--- config.mk ---
export PLATFORM = sky130hd
export DESIGN_NAME = led_serial_pulse_encoder
export DESIGN_NICKNAME = d
export VERILOG_FILES = /design/src/design/lspe_pkg.sv /design/src/design/lspe_queue.sv /design/src/design/lspe_engine.sv /design/src/design/led_serial_pulse_encoder.sv
export SDC_FILE = /design/constraint.sdc
export NUM_CORES = 1
export LEC_CHECK = 0
export ABC_AREA = 1
export BUFFER_PORTS_ARGS = -buffer_cell sky130_fd_sc_hd__clkbuf_2
export CAP_MARGIN = 20
export CORE_ASPECT_RATIO = 1.4
export CORE_MARGIN = 2
export CORE_UTILIZATION = 61
export CTS_BUF_LIST = sky130_fd_sc_hd__clkbuf_2
export CTS_CLUSTER_SIZE = 14
export DETAILED_ROUTE_END_ITERATION = 8
export GPL_TIMING_DRIVEN = 0
export PLACE_DENSITY = 0.88
export REMOVE_ABC_BUFFERS = 1
export SLEW_MARGIN = 40
export SYNTH_ARGS = -nofsm -noshare
export SYNTH_HDL_FRONTEND = slang
export SYNTH_SLANG_ARGS = --single-unit
--- constraint.sdc ---
create_clock -name clk_i -period 3.9 [get_ports clk_i]
set_input_delay 0.78 -clock clk_i [delete_from_list [all_inputs] [get_ports clk_i]]
set_output_delay 0.78 -clock clk_i [all_outputs]
set_load 0.02 [all_outputs]
--- src/design/lspe_pkg.sv ---
// Shared types and constants for the LED serial pulse encoder.
`default_nettype none
package lspe_pkg;

  localparam int unsigned BitsPerByte = 8;
  localparam int unsigned QueueDepth  = 2;
  localparam int unsigned QueuePtrW   = $clog2(QueueDepth);
  localparam int unsigned QueueCntW   = $clog2(QueueDepth + 1);
  localparam int unsigned BitCntW     = $clog2(BitsPerByte + 1);
  localparam int unsigned PaddrW      = 4;
  localparam int unsigned PdataW      = 32;

  // Register indexes (byte address / 4)
  localparam logic [1:0] RegZeroHigh = 2'd0;
  localparam logic [1:0] RegOneHigh  = 2'd1;
  localparam logic [1:0] RegPeriod   = 2'd2;

  localparam logic [7:0] ZeroHighReset = 8'd6;
  localparam logic [7:0] OneHighReset  = 8'd12;
  localparam logic [7:0] PeriodReset   = 8'd20;

  typedef struct packed {
    logic       byte_offered;
    logic [7:0] byte_value;
    logic       last_byte;
  } lspe_in_t;

  typedef struct packed {
    logic line_level;
    logic byte_taken;
    logic load_refused;
    logic holding_free;
    logic frame_done;
  } lspe_out_t;

  typedef struct packed {
    logic [7:0] zero_high_ticks;
    logic [7:0] one_high_ticks;
    logic [7:0] bit_period_ticks;
  } lspe_cfg_t;

endpackage
`default_nettype wire

--- src/design/lspe_queue.sv ---
// Short item queue between the input side and the pulse engine.
`default_nettype none
module lspe_queue (
  input  logic              clk_i,
  input  logic              rst_ni,
  input  logic              push_i,
  output logic              full_o,
  input  lspe_pkg::lspe_in_t push_data_i,
  output logic              nonempty_o,
  input  logic              pop_i,
  output lspe_pkg::lspe_in_t pop_data_o
);
  import lspe_pkg::*;

  lspe_in_t             mem_q [QueueDepth];
  logic [QueuePtrW-1:0] wr_ptr_q, wr_ptr_d;
  logic [QueuePtrW-1:0] rd_ptr_q, rd_ptr_d;
  logic [QueueCntW-1:0] count_q, count_d;
  logic                 do_push, do_pop;

  assign full_o     = (count_q == QueueCntW'(QueueDepth));
  assign nonempty_o = (count_q != '0);
  assign do_push    = push_i && !full_o;
  assign do_pop     = pop_i && nonempty_o;
  assign pop_data_o = mem_q[rd_ptr_q];

  always_comb begin
    wr_ptr_d = wr_ptr_q;
    rd_ptr_d = rd_ptr_q;
    count_d  = count_q;
    if (do_push) begin
      wr_ptr_d = (wr_ptr_q == QueuePtrW'(QueueDepth - 1)) ? '0 : wr_ptr_q + 1'b1;
    end
    if (do_pop) begin
      rd_ptr_d = (rd_ptr_q == QueuePtrW'(QueueDepth - 1)) ? '0 : rd_ptr_q + 1'b1;
    end
    if (do_push && !do_pop) begin
      count_d = count_q + 1'b1;
    end else if (do_pop && !do_push) begin
      count_d = count_q - 1'b1;
    end
  end

  always_ff @(posedge clk_i or negedge rst_ni) begin
    if (!rst_ni) begin
      wr_ptr_q <= '0;
      rd_ptr_q <= '0;
      count_q  <= '0;
    end else begin
      wr_ptr_q <= wr_ptr_d;
      rd_ptr_q <= rd_ptr_d;
      count_q  <= count_d;
    end
  end

  always_ff @(posedge clk_i) begin
    if (do_push) begin
      mem_q[wr_ptr_q] <= push_data_i;
    end
  end

endmodule
`default_nettype wire

--- src/design/lspe_engine.sv ---
// Pulse engine: holding register, bit shifter, pulse timer and result register.
`default_nettype none
module lspe_engine (
  input  logic                clk_i,
  input  logic                rst_ni,
  input  lspe_pkg::lspe_cfg_t cfg_i,
  input  logic                item_valid_i,
  output logic                item_pop_o,
  input  lspe_pkg::lspe_in_t  item_i,
  output logic                out_valid_o,
  input  logic                out_ready_i,
  output lspe_pkg::lspe_out_t out_data_o
);
  import lspe_pkg::*;

  logic [7:0]         shift_q, shift_d;
  logic [BitCntW-1:0] bits_left_q, bits_left_d;
  logic [7:0]         phase_q, phase_d;
  logic               sending_q, sending_d;
  logic               cur_last_q, cur_last_d;
  logic [7:0]         held_byte_q;
  logic               held_valid_q, held_valid_d;
  logic               held_last_q, held_last_d;
  logic               out_valid_q;
  lspe_out_t          out_data_q;
  lspe_out_t          res;

  logic       step;
  logic       shifter_free;
  logic       held_consumed;
  logic       taken;
  logic [7:0] high_len;
  logic [8:0] phase_inc;

  // One tick per item; advance whenever an item is present and the result slot is free or drains.
  assign step       = item_valid_i && (!out_valid_q || out_ready_i);
  assign item_pop_o = step;

  assign high_len  = shift_q[7] ? cfg_i.one_high_ticks : cfg_i.zero_high_ticks;
  assign phase_inc = {1'b0, phase_q} + 9'd1;

  always_comb begin
    shift_d       = shift_q;
    bits_left_d   = bits_left_q;
    phase_d       = phase_q;
    sending_d     = sending_q;
    cur_last_d    = cur_last_q;
    held_valid_d  = held_valid_q;
    held_last_d   = held_last_q;
    shifter_free  = !sending_q;
    held_consumed = 1'b0;
    taken         = 1'b0;
    res           = '0;

    if (sending_q) begin
      res.line_level = (phase_q < high_len);
      if (phase_inc >= {1'b0, cfg_i.bit_period_ticks}) begin
        phase_d = '0;
        shift_d = {shift_q[6:0], 1'b0};
        if (bits_left_q <= BitCntW'(1)) begin
          bits_left_d    = '0;
          sending_d      = 1'b0;
          res.frame_done = cur_last_q;
          cur_last_d     = 1'b0;
          shifter_free   = 1'b1;
        end else begin
          bits_left_d = bits_left_q - 1'b1;
        end
      end else begin
        phase_d = phase_inc[7:0];
      end
    end

    // Load the held byte into a free shifter with no gap.
    if (shifter_free && held_valid_q) begin
      shift_d       = held_byte_q;
      cur_last_d    = held_last_q;
      bits_left_d   = BitCntW'(BitsPerByte);
      phase_d       = '0;
      sending_d     = 1'b1;
      held_consumed = 1'b1;
    end

    if (item_i.byte_offered) begin
      res.load_refused = held_valid_q;
      taken            = !held_valid_q;
    end
    res.byte_taken = taken;

    if (held_consumed) begin
      held_valid_d = 1'b0;
    end
    if (taken) begin
      held_valid_d = 1'b1;
      held_last_d  = item_i.last_byte;
    end
    res.holding_free = !held_valid_d;
  end

  always_ff @(posedge clk_i or negedge rst_ni) begin
    if (!rst_ni) begin
      shift_q      <= '0;
      bits_left_q  <= '0;
      phase_q      <= '0;
      sending_q    <= 1'b0;
      cur_last_q   <= 1'b0;
      held_valid_q <= 1'b0;
      held_last_q  <= 1'b0;
      out_valid_q  <= 1'b0;
    end else begin
      if (step) begin
        shift_q      <= shift_d;
        bits_left_q  <= bits_left_d;
        phase_q      <= phase_d;
        sending_q    <= sending_d;
        cur_last_q   <= cur_last_d;
        held_valid_q <= held_valid_d;
        held_last_q  <= held_last_d;
        out_valid_q  <= 1'b1;
      end else if (out_ready_i) begin
        out_valid_q <= 1'b0;
      end
    end
  end

  always_ff @(posedge clk_i) begin
    if (step && taken) begin
      held_byte_q <= item_i.byte_value;
    end
    if (step) begin
      out_data_q <= res;
    end
  end

  assign out_valid_o = out_valid_q;
  assign out_data_o  = out_data_q;

endmodule
`default_nettype wire

--- src/design/led_serial_pulse_encoder.sv ---
// Top level of the one-wire LED pulse encoder with its register port.
//
// Each accepted transaction is one tick of the pulse timer and yields exactly one
// result: the line level for that tick plus holding-register status. The block
// takes one transaction per clock cycle while results are drained; a two-entry
// input queue feeds a pulse engine that, while its result slot is free or
// draining, does one tick of work per cycle into that registered slot.
// Timing registers (zero high, one high, bit period, in ticks) sit at byte
// addresses 0, 4 and 8 and should only be written while no transaction is
// outstanding.
`default_nettype none
module led_serial_pulse_encoder (
  input  logic                             clk_i,
  input  logic                             rst_ni,
  input  logic                             in_valid_i,
  output logic                             in_ready_o,
  input  lspe_pkg::lspe_in_t               in_data_i,
  output logic                             out_valid_o,
  input  logic                             out_ready_i,
  output lspe_pkg::lspe_out_t              out_data_o,
  input  logic                             psel,
  input  logic                             penable,
  input  logic                             pwrite,
  input  logic [lspe_pkg::PaddrW-1:0]      paddr,
  input  logic [lspe_pkg::PdataW-1:0]      pwdata,
  output logic [lspe_pkg::PdataW-1:0]      prdata,
  output logic                             pready
);
  import lspe_pkg::*;

  lspe_cfg_t cfg_q;
  logic      cfg_we;
  logic [1:0] reg_idx;
  logic      q_full, q_nonempty, q_pop;
  lspe_in_t  q_data;

  assign pready  = 1'b1;
  assign reg_idx = paddr[3:2];
  assign cfg_we  = psel && penable && pwrite && pready;

  always_ff @(posedge clk_i or negedge rst_ni) begin
    if (!rst_ni) begin
      cfg_q.zero_high_ticks  <= ZeroHighReset;
      cfg_q.one_high_ticks   <= OneHighReset;
      cfg_q.bit_period_ticks <= PeriodReset;
    end else if (cfg_we) begin
      case (reg_idx)
        RegZeroHigh: cfg_q.zero_high_ticks  <= pwdata[7:0];
        RegOneHigh:  cfg_q.one_high_ticks   <= pwdata[7:0];
        RegPeriod:   cfg_q.bit_period_ticks <= pwdata[7:0];
        default: ;
      endcase
    end
  end

  always_comb begin
    case (reg_idx)
      RegZeroHigh: prdata = {24'd0, cfg_q.zero_high_ticks};
      RegOneHigh:  prdata = {24'd0, cfg_q.one_high_ticks};
      RegPeriod:   prdata = {24'd0, cfg_q.bit_period_ticks};
      default:     prdata = '0;
    endcase
  end

  assign in_ready_o = !q_full;

  lspe_queue u_queue (
    .clk_i       (clk_i),
    .rst_ni      (rst_ni),
    .push_i      (in_valid_i),
    .full_o      (q_full),
    .push_data_i (in_data_i),
    .nonempty_o  (q_nonempty),
    .pop_i       (q_pop),
    .pop_data_o  (q_data)
  );

  lspe_engine u_engine (
    .clk_i        (clk_i),
    .rst_ni       (rst_ni),
    .cfg_i        (cfg_q),
    .item_valid_i (q_nonempty),
    .item_pop_o   (q_pop),
    .item_i       (q_data),
    .out_valid_o  (out_valid_o),
    .out_ready_i  (out_ready_i),
    .out_data_o   (out_data_o)
  );

endmodule
`default_nettype wire

* Yosys cells after proc, flatten, opt, wreduce, memory -nomap -nowiden
Memories as Yosys holds them, arrays and structs flattened.
Index checks and enable logic that the tools add are counted.
** Word-level totals
- Flip-flop bits (word level) :: 66
- RAM bits :: 20
- Input bits :: 53
- Output and inout port bits :: 40
- Word-level logic and storage cells :: 100
- Memories :: 1
** Memories
- u_queue.mem_q :: words 2, width 10, rd ports 1, clocked after memory_dff 0, write ports 1, line lspe_queue.sv:15 : lspe_in_t mem_q [QueueDepth];
** Cells by class
- $add $sub $neg :: 6
- $lt $le $gt $ge :: 3
- Equal/unequal tests :: 3
- Mux-type cells :: 35
- Reductions and logical operators :: 32
** Operators by type and width (count)
- 8-bit two-way mux :: 7
- 8-bit one-hot mux with 3 select lines :: 1
- 1-bit two-way mux :: 21
- 4-bit two-way mux :: 4
- 2-bit nonzero test :: 6
- 2-bit AND reduction :: 5
- 8-bit by 1-bit adder with 9-bit output, second input constant :: 1
- 9-bit by 8-bit greater-or-equal comparator with 1-bit output :: 1
- 1-bit logical AND :: 9
- 8-bit < comparator :: 1
- 1-bit zero test :: 7
- 3-bit AND reduction :: 2
- 2-bit equality test, second input constant :: 2
- 4-bit by 1-bit less-or-equal comparator with 1-bit output, second input constant :: 1
- 2-bit two-way mux :: 2
- 4-bit AND reduction :: 1
- 4-bit by 1-bit subtractor with 4-bit output, second input constant :: 1
- 1-bit adder, second input constant :: 2
- 2-bit by 1-bit adder with 2-bit output, second input constant :: 1
- 2-bit by 1-bit equality test with 1-bit output, second input constant :: 1
- 2-bit zero test :: 1
- 2-bit by 1-bit subtractor with 2-bit output, second input constant :: 1
- 1-bit logical OR :: 1

* Logic depth before layout (Yosys ltp)
- Depth in word-level cells :: 9
- Mapped depth :: 22
- Mapped depth without buffers :: 22

* Hierarchy
Synthesis repeated with hierarchy kept, for this count alone.
** Second synthesis, totals
- Cells, all modules :: 514
- Area total of the unflattened synthesis :: 4553.1 um^2
** Modules (own cells, without submodules)
- lspe_engine :: instances 1, cells each 256, area each 2262.2 um^2, seq. area each 1016.0 um^2
- led_serial_pulse_encoder :: instances 1, cells each 174, area each 1318.8 um^2, seq. area each 608.1 um^2
- lspe_queue :: instances 1, cells each 84, area each 972.2 um^2, seq. area each 700.7 um^2

* Worst setup path before layout
Ideal clock, no wire load.
- Path type :: register -> register
- Start point :: register u_engine.phase_q[0]
- End point :: register u_engine.shift_q[7]
- Library setup time :: 0.117 ns
- Data arrival time :: 2.257 ns
- Required time :: 3.783 ns
- Setup slack :: 1.526 ns
- Stages on the path, launching flop included :: 19
- Path buffers :: 1
- Period minus slack after synthesis :: 2.374 ns
- Path through :: dfrtp_1 -> ha_1 -> nand2_1 -> nor2_1 -> nand2_1 -> nor2_1 -> xor2_1 -> ha_1 -> a21oi_1 -> nand2_1 -> nand2_2 -> nand2_4 -> nand2_4 -> nand2_8 -> nand2_8 -> buf_6 -> nand2_4 -> nand3_2 -> nand2_1
** On the way
- Cells in the longest elaborated chain, start to end :: 7
- Elaborated cells between the ends (all ways) :: 9
- Those cells by class :: add/sub (1); order compare (1); mux (3); reduce/logical (4)
** Ends and longest elaborated chain
- from (decl) :: line lspe_engine.sv:18 : logic [7:0] phase_q, phase_d;
- from (signal assigned) :: line lspe_engine.sv:114 : phase_q <= phase_d;
- 8-bit by 1-bit adder with 9-bit output * :: line lspe_engine.sv:40 : assign phase_inc = {1'b0, phase_q} + 9'd1;
- 9-bit by 8-bit greater-or-equal comparator with 1-bit output * :: line lspe_engine.sv:57 : if (phase_inc >= {1'b0, cfg_i.bit_period_ticks}) begin
- 1-bit two-way mux :: line lspe_engine.sv:57
- 1-bit two-way mux :: line lspe_engine.sv:55 : if (sending_q) begin
- 1-bit logical AND :: line lspe_engine.sv:75 : if (shifter_free && held_valid_q) begin
- 2-bit nonzero test (no source line)
- 3-bit AND reduction (no source line)
- to (signal assigned) :: line lspe_engine.sv:112 : shift_q <= shift_d;
- to (decl) :: line lspe_engine.sv:16 : logic [7:0] shift_q, shift_d;
Mark *: on every way between the ends. The rest lies on a longest branch, timed or not.
A chain may end at the register's enable or synchronous reset.

* Worst setup path after layout
- Start point :: register u_engine.phase_q[0]
- End point :: register u_engine.shift_q[1]
Same word-level chain as after synthesis.

==> out/summary.txt <==
ys async rst share -> 61.6%
clk_skew -> 0.0293 ns
area grow syn2layout -> 6.70%
CTS sink cnt -> 86
CP arrival -> 3.42 ns
Final Hold Viols -> 0
area of the die -> 7990 sq um
cell-internal power -> 0.00179 W
Yosys top cell by area -> dfrtp_1
largest net degree at the start of global routing -> 54
leakage -> 2.36 nW
Total GRT Usage -> 21.2%
area share of and/or/nand/nor cells after synthesis -> 19.2%
Tcrit/Tclk final -> 74.5%
synth top area cells -> dfrtp_1 26%, edfxtp_1 22%, nand2_1 12%
Setup TNS Final -> 0 ns
worst vdd ir -> 0.538 mV
DR DRC count -> 0
Detailed Route WL -> 7870 um
CP Max Fanout -> 15
area fraction in compound gates after synthesis -> 10.2%
vias in the first global route -> 3187
Netlist cell types -> 42
root buffer cell -> clkbuf_2
Starting Density -> 63.2%
combinational group share of total power -> 37.5%
via count -> 3211
Final min period -> 2.90 ns
Num CTS Buffers -> 9
register area share after synthesis -> 52.3%
Pwr Density -> 649 nW/um^2
most frequent cell after synthesis -> nand2_1
adder-cell share of the synthesized area -> 5.35%
Placed Area -> 4610 sq um
clock share of power -> 16.5%
commonest cells in the synthesized netlist -> 138 x nand2_1, 57 x inv_1, 47 x dfrtp_1
Worst EP required -> 4.42 ns
XOR/XNOR share of the synthesized area -> 1.58%
drt wl/cell -> 12.6 um
Core Region -> 7030 sq um
Slew HR -> 51.9%
maximum clock rate -> 344 MHz
fraction of layout cells with a size suffix above 1 -> 15.7%
RSZ-0062 raised after global routing -> false
CP Capture Type -> flip-flop
post-DP HPWL -> 5670 um
syn avg cell area -> 9.20 sq um
gpl congestion -> 0.865
DRT Pass-1 Iters -> 5
#FFs+latches synth -> 86
cts hold-fix bufs -> 0
Synth top area share -> 26.5%
antenna viol nets, final -> 0
status -> complete, no violations
Std-Cell Rows -> 36
post-cts gate resize count -> 0
wire length of the first global-routing pass -> 13600 um
Die W -> 76.1 um
First DRT Iteration DRCs -> 189
Sequential Power Share -> 46.0%
I/O Buffers -> 41
EDFF count, synth -> 33
Main synth FF type -> dfrtp_1
cell area after layout -> 4740 sq um
Worst-Skew Late Latency -> 0.59 ns
grt ovf -> 0
CP Launch Type -> flip-flop
Yosys warnings -> 0
Reg clk slew, reported paths -> 0.25 ns
post-synthesis mux area share -> 0.225%
Post CTS Setup Buffer Count -> 0
sw frac -> 41.8%
Slew @ Worst Pin -> 0.722 ns
ANT cells -> 0
main combinational cell family by area after synthesis -> simple AND/OR/NAND/NOR gates
Ports -> 93
switching pwr -> 0.00129 W
Pins Over Slew Limit -> 0
Post-Syn Area -> 4440 sq um
Post-Synthesis Cells -> 483
Final setup viols -> 0
vias per inst -> 5.16
CTS HTree Levels -> 3
initial antenna violation count -> 0
Die Y -> 105 um
CTS tree -> built
Final nets -> 594
Max Cap Violations -> 0
reg2reg setup slack -> 1.0 ns
Hold/Removal Path Class -> input pin to asynchronous set/reset pin
CTS Buffer Depth -> 2
Setup CP Type -> flip-flop to flip-flop
[cell usage in the layout, fill, tap and decap left out, types with 6 or more instances in the layout]
cell type,n
nand2_1,138
inv_1,57
clkbuf_2,49
dfrtp_1,47
o21ai_0,41
edfxtp_1,33
conb_1,25
nor2_1,20
ha_1,19
nand3_1,10
a21oi_1,9
xor2_1,7
o221ai_1,7
o21ai_1,7
nand3b_1,7
nand4_1,6
dfstp_2,6
[flip-flops by register name, indices dropped and copies added (netlist names)]
name,cells
u_queue.rd_ptr_q,1
u_engine.cur_last_q,1
u_engine.out_data_o,5
u_queue.wr_ptr_q,1
u_engine.held_byte_q,8
u_engine.bits_left_q,4
u_engine.sending_q,1
u_engine.phase_q,8
cfg_q,24
u_engine.held_last_q,1
u_engine.out_valid_o,1
u_queue.count_q,2
u_engine.shift_q,8
u_queue.mem_q,20
u_engine.held_valid_q,1
[worst max-delay path, cell delays in order (launching register included)]
cell and delay [ns]:
dfrtp_1 0.49, ha_1 0.21, nand2_1 0.08, nor2_1 0.17, nand2_1 0.09, nor2_1 0.13
xor2_1 0.24, ha_1 0.29, a21oi_1 0.16, nand2_1 0.09, nand2_2 0.08, nand2_4 0.08
o21ai_4 0.36, inv_2 0.19, nand3_1 0.13, nand2_1 0.05
[stage by stage]
step | utilization [%] | hold slack [ns] | worst slack (ns) | std cells | power (W)
2_1_floorplan | - | 0.435 | 1.47 | 470 | 0.00227
3_3_place_gp | 65.5 | 0.454 | 1.09 | 606 | 0.00251
3_5_place_dp | 65.5 | 0.464 | 1.02 | 606 | 0.00258
4_1_cts | 67.4 | 0.217 | 1.00 | 622 | 0.00308
5_1_grt | 67.5 | 0.243 | 0.771 | 622 | 0.00332
6_report | 67.5 | 0.217 | 0.995 | 622 | 0.00308
[path summary, 6_finish.rpt]
path | start | endpoint | cells after the start
max | u_engine.phase_q[0]$_DFFE_PN0P_ | u_engine.shift_q[1]$_DFFE_PN0P_ | 15
min | rst_ni | cfg_q[9]$_DFFE_PN0P_ | 1
max reg2reg | u_engine.phase_q[0]$_DFFE_PN0P_ | u_engine.shift_q[1]$_DFFE_PN0P_ | 15
min reg2reg | cfg_q[10]$_DFFE_PN1P_ | cfg_q[10]$_DFFE_PN1P_ | 2
max in group asynchronous | rst_ni | u_engine.phase_q[5]$_DFFE_PN0P_ | 1
min in group clk_i | in_data_i[8] | u_queue.mem_q[1][8]$_DFFE_PP_ | 1
[power by group through the flow]
stage	combinational, W	clock [W]	sequential (W)
after floorplan	0.000851	0	0.00142
after global placement	0.00109	0	0.00142
after detailed placement	0.00115	0	0.00143
after CTS	0.00116	0.000512	0.00141
after global routing	0.00133	0.000546	0.00145
final	0.00116	0.000507	0.00142
[per-layer routing]
metal / track usage (%) / up-vias / routed length [um]
li1: - / 1605 / -
met1: 23.2 / 1474 / 3110
met2: 38.3 / 108 / 4100
met3: 4.32 / 24 / 426
met4: 11.0 / 0 / 227
met5: 0 / - / 0
[kinds of logic after synthesis]
group / after synthesis
compound gates: 74
xor+xnor: 8
fa+ha+maj: 19
buf+inv: 99
flops: 86
mux: 1
other cells: 2
simple gates: 194
[area by class of cell]
class,count,area (sq um)
multi-input cells,321,1720
clock inverters,7,85.1
clock buffers,9,45.0
inverters,63,236
repair buffers,41,208
well taps,95,119
fillers,532,2290
flip-flops and latches,86,2320
(Power assumes the default switching activity.)
